`src/hdl/ptb_pkg.sv`:
```
// Shared constants for the periodic timer bank.
// Holds field widths and operation/result codes; depends on nothing.
`default_nettype none

package ptb_pkg;

    // Fixed field widths of the transfer payloads
    localparam int PERIOD_W = 16;
    localparam int SLOT_W   = 4;

    // Operation codes on the input channel
    localparam logic OP_TICK  = 1'b0;
    localparam logic OP_START = 1'b1;

    // Result kinds on the output channel
    localparam logic KIND_REPLY  = 1'b0;
    localparam logic KIND_EXPIRY = 1'b1;

endpackage

`default_nettype wire

```
`src/hdl/ptb_ram.sv`:
```
// Generic single-write, single-read RAM with registered read data.
// Standalone; used by the timer bank for per-slot interval and count.
`default_nettype none

module ptb_ram #(
    parameter int WIDTH = 32,
    parameter int DEPTH = 10
) (
    input  wire logic                                   clk,
    input  wire logic                                   we,
    input  wire logic [(DEPTH > 1 ? $clog2(DEPTH) : 1)-1:0] waddr,
    input  wire logic [WIDTH-1:0]                       wdata,
    input  wire logic [(DEPTH > 1 ? $clog2(DEPTH) : 1)-1:0] raddr,
    output logic      [WIDTH-1:0]                       rdata
);

    logic [WIDTH-1:0] mem [DEPTH];

    always_ff @(posedge clk)
    begin
        if (we)
        begin
            mem[waddr] <= wdata;
        end
        rdata <= mem[raddr];
    end

endmodule

`default_nettype wire

```
`src/hdl/ptb_step_unit.sv`:
```
// Shared count step: advance one slot's count and compare with its interval.
// Standalone arithmetic; instanced once by the timer bank top level.
`default_nettype none

module ptb_step_unit #(
    parameter int COUNT_BITS = 16
) (
    input  wire logic [COUNT_BITS-1:0] count,
    input  wire logic [COUNT_BITS-1:0] period,
    output logic      [COUNT_BITS-1:0] count_next,
    output logic                       expire
);

    logic [COUNT_BITS-1:0] count_inc;

    always_comb
    begin
        count_inc  = count + COUNT_BITS'(1);
        expire     = (count_inc == period);
        count_next = expire ? '0 : count_inc;
    end

endmodule

`default_nettype wire

```
`src/hdl/periodic_timer_bank_top.sv`:
```
// Periodic timer bank, top level: sequencer, slot flags and output register.
// Depends on ptb_pkg, ptb_ram and ptb_step_unit.
`default_nettype none

// A bank of SLOTS periodic timers. A start transfer (opcode 1) claims the
// lowest free slot with the given interval and answers with one reply
// (kind 0); a zero interval or a full bank answers with failed set and
// slot 0. Slots are never released. A tick transfer (opcode 0) advances the
// count of every active slot; each slot whose count reaches its interval
// wraps to zero and gives an expiry (kind 1), in ascending slot order, with
// last set on the final one. A tick with no expiry gives no transfer.
// Interval and count of each slot live in one RAM, read one slot per cycle
// unless a second expiry must wait for room in the output register, and
// updated through a single shared increment-and-compare unit. A tick is
// accepted, walks the slots in order, then flushes the held expiry; a start
// with a nonzero interval searches the slots in order for a free one, then
// replies. A stalled output delays a waiting result. The input is stalled
// for the whole of an item's work. The output register lets a new item be
// taken while the previous result is still waiting. Intervals wider than
// COUNT_BITS saturate to the largest count value; slot numbers keep their
// low four bits. No clearing pass is needed after reset: a slot's RAM word
// is written on claim before it is ever read.

module periodic_timer_bank_top #(
    parameter int SLOTS      = 10,
    parameter int COUNT_BITS = 16
) (
    input  wire logic                          clk,
    input  wire logic                          rst_n,
    // input channel
    input  wire logic                          in_valid,
    output logic                               in_stall,
    input  wire logic                          opcode,
    input  wire logic [ptb_pkg::PERIOD_W-1:0]  period_ticks,
    // output channel
    output logic                               out_valid,
    input  wire logic                          out_stall,
    output logic                               kind,
    output logic      [ptb_pkg::SLOT_W-1:0]    slot,
    output logic                               failed,
    output logic                               last
);

    localparam int IDX_W  = (SLOTS > 1) ? $clog2(SLOTS) : 1;
    localparam int WORD_W = 2 * COUNT_BITS;

    // Sequencer states
    localparam logic [2:0] ST_IDLE   = 3'd0;
    localparam logic [2:0] ST_SEARCH = 3'd1;
    localparam logic [2:0] ST_REPLY  = 3'd2;
    localparam logic [2:0] ST_WALK   = 3'd3;
    localparam logic [2:0] ST_FLUSH  = 3'd4;

    localparam logic [IDX_W-1:0] IDX_LAST = IDX_W'(SLOTS - 1);

    // Control state
    logic [2:0]             state_reg,        state_next;
    logic [IDX_W-1:0]       idx_reg,          idx_next;
    logic [SLOTS-1:0]       act_reg,          act_next;
    logic                   pend_valid_reg,   pend_valid_next;
    logic                   out_valid_reg,    out_valid_next;

    // Payload holding registers
    logic [IDX_W-1:0]             pend_slot_reg,    pend_slot_next;
    logic [ptb_pkg::SLOT_W-1:0]   reply_slot_reg,   reply_slot_next;
    logic                         reply_failed_reg, reply_failed_next;
    logic [COUNT_BITS-1:0]        period_reg,       period_next;
    logic                         out_kind_reg,     out_kind_next;
    logic [ptb_pkg::SLOT_W-1:0]   out_slot_reg,     out_slot_next;
    logic                         out_failed_reg,   out_failed_next;
    logic                         out_last_reg,     out_last_next;

    // RAM port
    logic                   ram_we;
    logic [IDX_W-1:0]       ram_waddr;
    logic [WORD_W-1:0]      ram_wdata;
    logic [IDX_W-1:0]       ram_raddr;
    logic [WORD_W-1:0]      ram_rdata;

    // Shared step unit
    logic [COUNT_BITS-1:0]  step_count_next;
    logic                   step_expire;

    logic [COUNT_BITS-1:0]  period_sat;
    logic                   room;
    logic                   slot_live;
    logic                   hit;
    logic                   blocked;

    // Bring the 16-bit interval to the count width, saturating if narrower.
    generate
        if (COUNT_BITS >= ptb_pkg::PERIOD_W)
        begin : g_period_wide
            assign period_sat = COUNT_BITS'(period_ticks);
        end
        else
        begin : g_period_narrow
            localparam logic [ptb_pkg::PERIOD_W-1:0] CNT_MAX =
                ptb_pkg::PERIOD_W'((64'd1 << COUNT_BITS) - 64'd1);
            assign period_sat = (period_ticks > CNT_MAX) ? COUNT_BITS'(CNT_MAX)
                                                         : COUNT_BITS'(period_ticks);
        end
    endgenerate

    // Interval in the upper half of each word, count in the lower half.
    ptb_ram #(
        .WIDTH (WORD_W),
        .DEPTH (SLOTS)
    ) u_slot_ram (
        .clk   (clk),
        .we    (ram_we),
        .waddr (ram_waddr),
        .wdata (ram_wdata),
        .raddr (ram_raddr),
        .rdata (ram_rdata)
    );

    ptb_step_unit #(
        .COUNT_BITS (COUNT_BITS)
    ) u_step (
        .count      (ram_rdata[COUNT_BITS-1:0]),
        .period     (ram_rdata[WORD_W-1:COUNT_BITS]),
        .count_next (step_count_next),
        .expire     (step_expire)
    );

    // The output register can take a new result this cycle.
    assign room      = !out_valid_reg || !out_stall;
    assign slot_live = act_reg[idx_reg];
    assign hit       = slot_live && step_expire;
    // A second expiry cannot be held while the first still waits for room.
    assign blocked   = hit && pend_valid_reg && !room;

    always_comb
    begin
        state_next        = state_reg;
        idx_next          = idx_reg;
        act_next          = act_reg;
        pend_valid_next   = pend_valid_reg;
        pend_slot_next    = pend_slot_reg;
        reply_slot_next   = reply_slot_reg;
        reply_failed_next = reply_failed_reg;
        period_next       = period_reg;

        // Drop the held result once it has been transferred.
        out_valid_next    = out_valid_reg && out_stall;
        out_kind_next     = out_kind_reg;
        out_slot_next     = out_slot_reg;
        out_failed_next   = out_failed_reg;
        out_last_next     = out_last_reg;

        ram_we            = 1'b0;
        ram_waddr         = idx_reg;
        ram_wdata         = {ram_rdata[WORD_W-1:COUNT_BITS], step_count_next};
        ram_raddr         = idx_reg;

        case (state_reg)
            ST_IDLE:
            begin
                if (in_valid)
                begin
                    idx_next = '0;
                    if (opcode == ptb_pkg::OP_START)
                    begin
                        if (period_ticks == '0)
                        begin
                            reply_failed_next = 1'b1;
                            reply_slot_next   = '0;
                            state_next        = ST_REPLY;
                        end
                        else
                        begin
                            period_next = period_sat;
                            state_next  = ST_SEARCH;
                        end
                    end
                    else
                    begin
                        // Issue the read of slot zero; its word arrives next cycle.
                        ram_raddr  = '0;
                        state_next = ST_WALK;
                    end
                end
            end

            ST_SEARCH:
            begin
                if (!slot_live)
                begin
                    // Claim the slot: store interval, clear count.
                    act_next[idx_reg] = 1'b1;
                    ram_we            = 1'b1;
                    ram_wdata         = {period_reg, {COUNT_BITS{1'b0}}};
                    reply_slot_next   = ptb_pkg::SLOT_W'(idx_reg);
                    reply_failed_next = 1'b0;
                    state_next        = ST_REPLY;
                end
                else if (idx_reg == IDX_LAST)
                begin
                    reply_slot_next   = '0;
                    reply_failed_next = 1'b1;
                    state_next        = ST_REPLY;
                end
                else
                begin
                    idx_next = idx_reg + IDX_W'(1);
                end
            end

            ST_REPLY:
            begin
                if (room)
                begin
                    out_valid_next  = 1'b1;
                    out_kind_next   = ptb_pkg::KIND_REPLY;
                    out_slot_next   = reply_slot_reg;
                    out_failed_next = reply_failed_reg;
                    out_last_next   = 1'b1;
                    state_next      = ST_IDLE;
                end
            end

            ST_WALK:
            begin
                if (blocked)
                begin
                    // Hold: reread the same slot, write nothing.
                    ram_raddr = idx_reg;
                end
                else
                begin
                    ram_we    = slot_live;
                    ram_raddr = idx_reg + IDX_W'(1);
                    if (hit)
                    begin
                        // Release the older expiry; it cannot be the last.
                        if (pend_valid_reg)
                        begin
                            out_valid_next  = 1'b1;
                            out_kind_next   = ptb_pkg::KIND_EXPIRY;
                            out_slot_next   = ptb_pkg::SLOT_W'(pend_slot_reg);
                            out_failed_next = 1'b0;
                            out_last_next   = 1'b0;
                        end
                        pend_valid_next = 1'b1;
                        pend_slot_next  = idx_reg;
                    end
                    if (idx_reg == IDX_LAST)
                    begin
                        state_next = ST_FLUSH;
                    end
                    else
                    begin
                        idx_next = idx_reg + IDX_W'(1);
                    end
                end
            end

            ST_FLUSH:
            begin
                if (!pend_valid_reg)
                begin
                    state_next = ST_IDLE;
                end
                else if (room)
                begin
                    out_valid_next  = 1'b1;
                    out_kind_next   = ptb_pkg::KIND_EXPIRY;
                    out_slot_next   = ptb_pkg::SLOT_W'(pend_slot_reg);
                    out_failed_next = 1'b0;
                    out_last_next   = 1'b1;
                    pend_valid_next = 1'b0;
                    state_next      = ST_IDLE;
                end
            end

            default:
            begin
                state_next = ST_IDLE;
            end
        endcase
    end

    // Control state
    always_ff @(posedge clk or negedge rst_n)
    begin
        if (!rst_n)
        begin
            state_reg      <= ST_IDLE;
            idx_reg        <= '0;
            act_reg        <= '0;
            pend_valid_reg <= 1'b0;
            out_valid_reg  <= 1'b0;
        end
        else
        begin
            state_reg      <= state_next;
            idx_reg        <= idx_next;
            act_reg        <= act_next;
            pend_valid_reg <= pend_valid_next;
            out_valid_reg  <= out_valid_next;
        end
    end

    // Payload
    always_ff @(posedge clk)
    begin
        pend_slot_reg    <= pend_slot_next;
        reply_slot_reg   <= reply_slot_next;
        reply_failed_reg <= reply_failed_next;
        period_reg       <= period_next;
        out_kind_reg     <= out_kind_next;
        out_slot_reg     <= out_slot_next;
        out_failed_reg   <= out_failed_next;
        out_last_reg     <= out_last_next;
    end

    assign in_stall  = (state_reg != ST_IDLE);
    assign out_valid = out_valid_reg;
    assign kind      = out_kind_reg;
    assign slot      = out_slot_reg;
    assign failed    = out_failed_reg;
    assign last      = out_last_reg;

endmodule

`default_nettype wire
```
`config.mk`:
```
export PLATFORM = sky130hd
export DESIGN_NAME = periodic_timer_bank_top
export DESIGN_NICKNAME = d
export VERILOG_FILES = /design/src/hdl/ptb_pkg.sv /design/src/hdl/ptb_ram.sv /design/src/hdl/ptb_step_unit.sv /design/src/hdl/periodic_timer_bank_top.sv
export SDC_FILE = /design/constraint.sdc
export NUM_CORES = 1
export LEC_CHECK = 0
export BUFFER_PORTS_ARGS = -buffer_cell sky130_fd_sc_hd__buf_2
export CAP_MARGIN = 5
export CORE_MARGIN = 2
export CORE_UTILIZATION = 38
export DETAILED_ROUTE_END_ITERATION = 12
export PLACE_DENSITY = 0.5
export REMOVE_ABC_BUFFERS = 1
export SYNTH_ARGS = -nofsm -noshare
export SYNTH_HDL_FRONTEND = slang
export SYNTH_SLANG_ARGS = --single-unit
export TNS_END_PERCENT = 20
```
`constraint.sdc`:
```
create_clock -name clk -period 17.8 [get_ports clk]
set_input_delay 2.67 -clock clk [delete_from_list [all_inputs] [get_ports clk]]
set_output_delay 2.67 -clock clk [all_outputs]
set_load 0.05 [all_outputs]
```
==> summary.txt, run 1 <==
Logic synthesis
  • Syn Inst Count: 1211
  • Synthesized flop and latch total: 403
  • Synthesized area per cell: 14.0 sq um
  • Cell Area, Synth: 0.0169 sq mm
  • Synth top area share: 62.4%
  • Asr flop ratio synth: 4.71%
  • Post-synth top flop: edfxtp_1
  • Top post-synthesis cells by area: edfxtp_1 62%, nand3_1 4.0%, mux2i_1 4.0%, dfxtp_1 3.8%, dfrtp_1 2.8%
  • Post-synth EDFFs: 352
  • Commonest cells post-synth: 352 x edfxtp_1, 137 x nand3_1, 75 x o21ai_0, 67 x mux2i_1, 67 x nand2_1
  • Most instantiated library cell after synthesis: edfxtp_1
  • Post-synthesis cell type count: 62
  • Yosys Warn Count: 0
  • Sequential-to-total area share from yosys stat: 69.0%
  • Leading area contributor after synthesis: edfxtp_1

Routing
  • Detailed Route WL: 41200 microns
  • Via count: 10153
  • First-pass DRT Iterations: 5
  • Wire per inst: 22.3 microns
  • Iteration-0 DRC Markers: 846
  • DRC viols: 0
  • Routed Antenna Nets: 0
  • Vias per cell: 5.50

Power and ir drop
  • Leakage: 6.22 nW
  • Sequential cell fraction of total power: 40.8%
  • Peak VDD IR: 0.0939 mV
  • Switching power: 1.26 mW
  • Sw Share: 35.8%
  • Power per cell area: 184 mW/mm^2
  • Internal: 2.25 mW
  • Comb pwr share: 35.0%
  • Share of total power in the clock network: 24.2%

Floorplanning
  • Core Footprint: 0.0441 sq mm
  • DIE WIDTH: 215 microns
  • Die height: 215 microns
  • Die Area: 0.0463 sq mm
  • Initial Util: 38.4%
  • # IOs: 30
  • Number of cell rows: 77

CTS
  • CTS tree: built
  • Clock H-tree levels: 2
  • # Post-CTS Setup Buffers: 0
  • Skew-Pair Late Insertion Delay: 580 ps
  • CTS root buffer: clkbuf_16
  • CTS Hold Bufs: 0
  • Cts repair resizes: 0
  • Reg clk slew, reported paths: 60 ps
  • Clock Path Buffers: 3
  • Num CTS Buffers: 43
  • CTS Sinks: 403

Layout
  • Final non-filler cell total: 1845
  • Layout area overhead: 12.3%
  • Inserted Diodes: 0
  • Final #Nets: 1244
  • Final core occ: 43.1%
  • Max reg flops: 320
  • Proportion of layout cells with a drive suffix above 1: 13.2%

STA
  • Setup TNS: 0 ps
  • Max Clock Skew: 26.0 ps
  • RSZ-0062 raised after global routing: false
  • Tmin final: 5610 ps
  • Max Clk Rate: 178 MHz
  • Final Hold Viols: 0
  • Final slew viol count: 0
  • Final Setup Violations: 0
  • Final Cycle Share: 31.5%
  • Worst slew pin tran: 1080 ps
  • Setup ws final: 12190 ps
  • Slew margin rel.: 27.9%

Worst hold path
  • Hold Crit Start: act_reg[7]
  • Hold Path Cell Cnt: 1
  • Hold crit path type: flop to flop

Setup path
  • CP delay by family, top: simple AND/OR/NAND/NOR gates
  • CP Capture Type: flop
  • Worst Path Buf+Inv: 3
  • CP peak stage delay: 740 ps
  • Critical path class: primary input to flop
  • Crit path to: u_slot_ram.rdata[14]
  • Worst reg-to-reg path cell count: 12
  • Worst path depth: 11
  • Type of origin of the critical path: primary input
  • Worst path slowest cell: buf_4
  • Reg2Reg Setup Slack: 12420 ps
  • Worst Path Max Fanout: 65
  • WP data arrival: 6060 ps
  • Critical-path cell list: buf_2 -> and2_1 -> nand2_1 -> nor4_1 -> mux2i_4 -> buf_4 -> nand2_4 -> buf_4 -> a21oi_1 -> a22o_1 -> a221oi_1
  • Crit path required time: 18260 ps
  • CP Launch Point: out_stall
  • R2R Path Start: u_slot_ram.rdata[4]
  • FF-to-FF End: u_slot_ram.rdata[3]
  • Cell mode on critical path: buf_4

GRT
  • Total grt overflow: 0
  • Largest net degree at the start of global routing: 67
  • Global-route wire length before repair: 62900 microns
  • Total GRT Usage: 17.9%
  • Vias in the first global route: 10028
  • Initial antenna violation count: 0

Flow run
  • Max-cap violations: 0

Placed design
  • Port Buffer Count: 29
  • Placed cells: 1765
  • Placer Congestion: 0.804
  • Detailed placement HPWL: 22600 microns
  • Pre-CTS setup slack: 11650 ps

Status
  • Outcome: completed
[power groups by stage]
stage	combinational, mW	sequential, mW	clock [mW]
finish	1.23	1.43	0.849
global route	1.35	1.44	0.908
CTS	1.24	1.43	0.873
detailed placement	1.24	1.45	0
global placement	1.22	1.45	0
floorplan	0.887	1.43	0
[layout make-up]
type | count | area (sq um)
Clock buffer | 69 | 1240
Clock inverter | 11 | 95.1
Fill cell | 4070 | 25100
Inverter | 10 | 37.5
Multi-Input combinational cell | 709 | 4910
Sequential cell | 403 | 11700
Tap cell | 592 | 741
Timing Repair Buffer | 51 | 310
[routing by layer]
layer | vias up | share of wire, % | global-route usage, %
met1 | 5195 | 48 | 25.4
met2 | 199 | 47 | 28.6
li1 | 4709 | - | -
met3 | 50 | 3.9 | 2.63
met4 | 0 | 1.8 | 5.36
met5 | - | 0 | 0
[cells in the final DEF (no fill, tap or decap), types with 10 or more instances in the layout]
cell type	count
buf_4	22
nor3_1	13
o21ai_0	74
a21oi_1	36
mux2i_1	66
a221oi_2	10
mux2_2	21
clkbuf_16	44
a221oi_1	23
nand3_1	137
a22o_1	32
inv_1	10
dfxtp_1	32
clkbuf_1	20
xnor2_1	22
nand2_1	66
dfrtp_1	19
edfxtp_1	352
nand4_1	10
buf_2	29
a211oi_1	33
nor2_1	44
[logic make-up (layout without fill, tap and decap cells)]
kind of cell,count (synthesis),count (layout),synth area share (%)
fa+ha+maj,5,5,0.369
flops,403,403,69.0
compound gates,248,248,10.4
simple gates,334,334,9.85
mux,90,90,5.62
buf+inv,99,141,2.68
xor+xnor,32,32,2.06
[worst min-delay path by stage]
stage,end,slack [ps]
3_5_place_dp,act_reg[7],440
4_1_cts,act_reg[7],460
3_3_place_gp,act_reg[1],440
2_1_floorplan,act_reg[6],420
6_report,act_reg[7],450
5_1_grt,act_reg[4],470
[per-stage QoR]
stage / power (mW) / hold WS [ps] / area, sq um
after floorplan: 2.32 / 423 / 16500
after global placement: 2.67 / 435 / 17700
after detailed placement: 2.69 / 442 / 17700
after CTS: 3.54 / 455 / 19000
after global routing: 3.71 / 475 / 19000
final: 3.51 / 454 / 19000
Note: power is estimated with default switching activity, not from simulation.
==> run 2, diff against run 1 <==
--- a/config.mk
+++ b/config.mk
@@ -10,7 +10,7 @@
 export CORE_MARGIN = 2
 export CORE_UTILIZATION = 38
 export DETAILED_ROUTE_END_ITERATION = 12
-export PLACE_DENSITY = 0.5
+export PLACE_DENSITY = 0.52
 export REMOVE_ABC_BUFFERS = 1
 export SYNTH_ARGS = -nofsm -noshare
 export SYNTH_HDL_FRONTEND = slang
==> constraint.sdc (replaced) <==
create_clock -name clk -period 5.1 [get_ports clk]
set_input_delay 0.765 -clock clk [delete_from_list [all_inputs] [get_ports clk]]
set_output_delay 0.765 -clock clk [all_outputs]
set_load 0.05 [all_outputs]
==> run 2 against run 1 <==
Effect of this change:
- die area unchanged
- flip-flop and latch count is the same
- cell count is 0.33% higher
- design area rose by 0.54%
- largest cell class unchanged
- core utilization is 0.23 points higher
- largest power group unchanged
- total power grew to 3.5 times the previous value
- worst hold slack got worse by 290 ps
==> summary.txt, run 2 (synthesis results as in run 1) <==
STA
  • Max Clk Rate: 217 MHz
  • Final Hold Viols: 0
  • Worst slew pin tran: 1100 ps
  • Final Cycle Share: 90.3%
  • Final Setup Violations: 0
  • Slew margin rel.: 25.8%
  • Max Clock Skew: 20.3 ps
  • Final slew viol count: 0
  • RSZ-0062 raised after global routing: false
  • Tmin final: 4610 ps

Status
  • Outcome: completed

GRT
  • Largest net degree at the start of global routing: 79
  • Global-route wire length before repair: 64300 microns
  • Vias in the first global route: 10183
  • Total grt overflow: 0
  • Total GRT Usage: 18.4%
  • Initial antenna violation count: 0

Power and ir drop
  • Power per cell area: 649 mW/mm^2
  • Switching power: 4.51 mW
  • Leakage: 6.27 nW
  • Sw Share: 36.4%
  • Peak VDD IR: 0.401 mV
  • Share of total power in the clock network: 23.6%
  • Internal: 7.89 mW
  • Sequential cell fraction of total power: 40.1%
  • Comb pwr share: 36.3%

Routing
  • DRC viols: 0
  • First-pass DRT Iterations: 5
  • Iteration-0 DRC Markers: 930
  • Wire per inst: 23.0 microns
  • Vias per cell: 5.55
  • Detailed Route WL: 42500 microns
  • Routed Antenna Nets: 0
  • Via count: 10277

CTS
  • CTS root buffer: clkbuf_16
  • CTS Sinks: 403
  • Num CTS Buffers: 43
  • Clock Path Buffers: 3
  • CTS tree: built
  • Clock H-tree levels: 2
  • Skew-Pair Late Insertion Delay: 550 ps
  • CTS Hold Bufs: 0
  • Cts repair resizes: 0
  • Reg clk slew, reported paths: 60 ps
  • # Post-CTS Setup Buffers: 0

Floorplanning
  • # IOs: 30
  • Core Footprint: 0.0441 sq mm
  • Die Area: 0.0463 sq mm
  • Number of cell rows: 77
  • Initial Util: 38.4%
  • Die height: 215 microns
  • DIE WIDTH: 215 microns

Layout
  • Layout area overhead: 13.0%
  • Final non-filler cell total: 1851
  • Inserted Diodes: 0
  • Final #Nets: 1251
  • Commonest non-fill, non-tap cell in the layout: edfxtp_1
  • Proportion of layout cells with a drive suffix above 1: 13.8%
  • Fill cells: 4071
  • Most frequent cells in the layout: 352 x edfxtp_1, 137 x nand3_1, 75 x o21ai_0, 66 x mux2i_1, 66 x nand2_1
  • Sequential cell area: 0.0117 sq mm
  • Design area: 0.0191 sq mm
  • Max reg flops: 320
  • Multi-input logic area: 0.00491 sq mm

Placed design
  • Detailed placement HPWL: 22400 microns
  • Port Buffer Count: 29
  • Placed cells: 1772
  • Placer Congestion: 0.827
  • DP Area: 0.0178 sq mm

Setup path
  • Crit path required time: 5480 ps
  • Critical path class: flop to flop
  • Worst Path Max Fanout: 65
  • Reg2Reg Setup Slack: 490 ps
  • WP data arrival: 4980 ps
  • CP Capture Type: flop
  • Type of origin of the critical path: flop

Flow run
  • Max-cap violations: 0

Worst hold path
  • Hold crit path type: primary input to asynchronous set/reset pin
-- run 2: changes by cell type in the layout (fill, tap and decap cells not counted), sizes merged --
cell    change
buf         +7
inv         -1
clkinv      +1
bufinv      -1
-- run 2: power by group through the flow --
stage	sequential, mW	combinational [mW]	clock [mW]
floorplan	5.00	3.10	0
global placement	5.03	4.50	0
detailed placement	5.04	4.53	0
CTS	4.97	4.54	2.99
global route	5.03	4.93	3.12
finish	4.98	4.50	2.92
-- run 2: worst paths after layout --
kind                            cells after the start                   end                 from
worst max-delay path                               12  u_slot_ram.rdata[12]  u_slot_ram.rdata[0]
worst min-delay path                                1          state_reg[0]                rst_n
worst max register to register                     12  u_slot_ram.rdata[12]  u_slot_ram.rdata[0]
worst min register to register                      1            act_reg[1]           act_reg[1]
max in group asynchronous                           1            act_reg[7]                rst_n
min in group clk                                    1         period_reg[6]      period_ticks[6]
-- run 2: layout make-up --
class                           count  area share, %
Clock buffer                       69           6.56
Clock inverter                     10          0.314
Sequential cell                   403           61.1
Tap cell                          592           3.87
Inverter                           10          0.196
Multi-Input combinational cell    709           25.7
Timing Repair Buffer               58           2.29
-- run 2: metrics by stage --
stage	util, %	hold slack, ps	TNS, ps	setup WS [ps]	total power [mW]
detailed placement	40.4	445	0	597	9.57
floorplan	-	423	-217530	-4290	8.09
CTS	43.3	157	0	534	12.5
global placement	40.4	438	0	576	9.53
finish	43.3	165	0	493	12.4
global route	43.3	187	0	224	13.1
-- run 2: worst max-delay path: stages (launching register included) --
cell and delay, ps:
dfxtp_1 430, ha_1 250, and3_1 330, a311oi_1 160, a311oi_1 280, nand4_1 150, or4_1 650, nor3_4 390
o21ai_0 210, a2bb2oi_4 200, buf_4 740, a211oi_1 100, a221oi_1 510
-- run 2: per-layer routing --
layer  global-route usage (%)  part of all wire [%]
met3                     2.86                   4.9
met1                     26.1                    47
met4                     4.85                   2.0
met2                     29.5                    46
met5                        0                     0
==> run 3, diff against run 2 <==
--- a/config.mk
+++ b/config.mk
@@ -6,9 +6,10 @@
 export NUM_CORES = 1
 export LEC_CHECK = 0
 export BUFFER_PORTS_ARGS = -buffer_cell sky130_fd_sc_hd__buf_2
-export CAP_MARGIN = 5
+export CAP_MARGIN = 40
 export CORE_MARGIN = 2
 export CORE_UTILIZATION = 38
+export CTS_BUF_LIST = sky130_fd_sc_hd__clkbuf_4 sky130_fd_sc_hd__clkbuf_8 sky130_fd_sc_hd__clkbuf_16
 export DETAILED_ROUTE_END_ITERATION = 12
 export PLACE_DENSITY = 0.52
 export REMOVE_ABC_BUFFERS = 1
==> run 3 against run 2 <==
Effect of this change:
- clock skew decreased by 5.4 ps
- routed wire length is essentially flat
- sequential power about the same
- combinational power hardly changed
- core utilization up 0.35 points
- first-iteration DRC count shrank 5.5%
- die area stayed put
- register-to-register slack better by 60 ps
- non-clock buffer count is 6 higher
- via count rose by 0.13%
- critical endpoint unchanged
==> summary.txt, run 3 (synthesis results as in run 1) <==
CTS
  • CTS root buffer: clkbuf_16
  • Clock H-tree levels: 2
  • CTS Hold Bufs: 0
  • Reg clk slew, reported paths: 60 ps
  • # Post-CTS Setup Buffers: 0
  • Skew-Pair Late Insertion Delay: 570 ps
  • Clock Path Buffers: 3
  • Cts repair resizes: 0
  • CTS Sinks: 403
  • Num CTS Buffers: 42
  • CTS tree: built

Setup path
  • Crit path required time: 5490 ps
  • R2R Path Start: u_slot_ram.rdata[0]
  • CP Launch Point: u_slot_ram.rdata[0]
  • WP data arrival: 4930 ps
  • Critical path class: flop to flop
  • CP Capture Type: flop
  • Type of origin of the critical path: flop
  • Worst Path Max Fanout: 78

GRT
  • Initial antenna violation count: 0
  • Global-route wire length before repair: 64700 microns
  • Vias in the first global route: 10154
  • Total GRT Usage: 18.6%
  • Largest net degree at the start of global routing: 79
  • Total grt overflow: 0

Routing
  • Via count: 10290
  • Detailed Route WL: 42600 microns
  • DRC viols: 0
  • Iteration-0 DRC Markers: 879
  • First-pass DRT Iterations: 5
  • Routed Antenna Nets: 0
  • Wire per inst: 22.9 microns
  • Vias per cell: 5.55

Layout
  • Final #Nets: 1256
  • Layout area overhead: 13.9%
  • Proportion of layout cells with a drive suffix above 1: 15.4%
  • Most frequent cells in the layout: 352 x edfxtp_1, 137 x nand3_1, 75 x o21ai_0, 66 x mux2i_1, 66 x nand2_1
  • Sequential cell area: 0.0117 sq mm
  • Commonest non-fill, non-tap cell in the layout: edfxtp_1
  • Design area: 0.0193 sq mm
  • Final non-filler cell total: 1855
  • Inserted Diodes: 0
  • Max reg flops: 320
  • Multi-input logic area: 0.00491 sq mm
  • Fill cells: 4072

STA
  • Tmin final: 4540 ps
  • Final Hold Viols: 0
  • Max Clk Rate: 220 MHz
  • Max Clock Skew: 14.9 ps
  • Setup TNS: 0 ps
  • Final Cycle Share: 89.1%
  • Slew margin rel.: 37.9%
  • Worst slew pin tran: 922 ps
  • RSZ-0062 raised after global routing: false
  • Final Setup Violations: 0
  • Final slew viol count: 0

Power and ir drop
  • Sw Share: 35.8%
  • Comb pwr share: 35.9%
  • Total power: 12.5 mW
  • Leakage: 6.38 nW
  • Switching power: 4.49 mW
  • Sequential cell fraction of total power: 39.7%
  • Peak VDD IR: 0.342 mV
  • Power per cell area: 650 mW/mm^2
  • Share of total power in the clock network: 24.4%
  • Internal: 8.04 mW

Placed design
  • Port Buffer Count: 29
  • Placed cells: 1777
  • Detailed placement HPWL: 22900 microns
  • Placer Congestion: 0.827
  • DP Area: 0.0179 sq mm

Floorplanning
  • Core Footprint: 0.0441 sq mm
  • Die height: 215 microns
  • Initial Util: 38.4%
  • Die Area: 0.0463 sq mm
  • DIE WIDTH: 215 microns
  • # IOs: 30
  • Number of cell rows: 77

Flow run
  • Max-cap violations: 0

Worst hold path
  • Hold crit path type: primary input to asynchronous set/reset pin

Status
  • Outcome: completed
-- run 3: layer usage --
| metal | wire length [microns] | global-route usage (%) | part of all wire (%) | up-vias |
|---|---|---|---|---|
| met1 | 20000 | 26.6 | 47 | 5250 |
| met5 | 0 | 0 | 0 | - |
| met3 | 1990 | 3.11 | 4.7 | 48 |
| li1 | - | - | - | 4731 |
| met4 | 668 | 4.32 | 1.6 | 0 |
| met2 | 19900 | 29.7 | 47 | 261 |
-- run 3: path summary, 6_finish.rpt --
kind | end | slack (ps) | cells past startpoint
min in group clk | period_reg[6] | 390 | 1
min reg2reg | act_reg[6] | 450 | 1
min | out_valid | 150 | 1
max | u_slot_ram.rdata[12] | 560 | 13
max in group asynchronous | act_reg[0] | 4620 | 1
max reg2reg | u_slot_ram.rdata[12] | 560 | 13
-- run 3: worst max-delay path: stages (launching register included) --
cell and delay (ps):
dfxtp_1 430, ha_1 250, and3_1 320, a311oi_1 150, a311oi_1 280, nand4_1 140, or4_1 650, buf_4 230
o41a_1 460, o31ai_4 100, buf_12 450, mux2i_1 150, a22o_1 200, a221oi_1 500
-- run 3: layout make-up --
class                   count  area share (%)
well taps                 592            3.84
flip-flops and latches    403            60.6
clock buffers              66            6.64
repair buffers             64            2.74
multi-input cells         709            25.5
clock inverters            11           0.526
inverters                  10           0.195
-- run 3: power by group through the flow --
stage / registers (mW) / clock network [mW] / logic [mW]
after floorplan: 5.00 / 0 / 3.10
after global placement: 5.03 / 0 / 4.50
after detailed placement: 5.04 / 0 / 4.53
after CTS: 4.97 / 3.13 / 4.54
after global routing: 5.02 / 3.27 / 4.94
final: 4.98 / 3.06 / 4.49
-- run 3: stage by stage --
stage               hold WS, ps  worst slack [ps]  utilization [%]
floorplan                   423             -4290                -
global placement            438               576             40.4
detailed placement          449               586             40.6
CTS                         146               539             43.7
global route                168               187             43.7
finish                      149               557             43.7
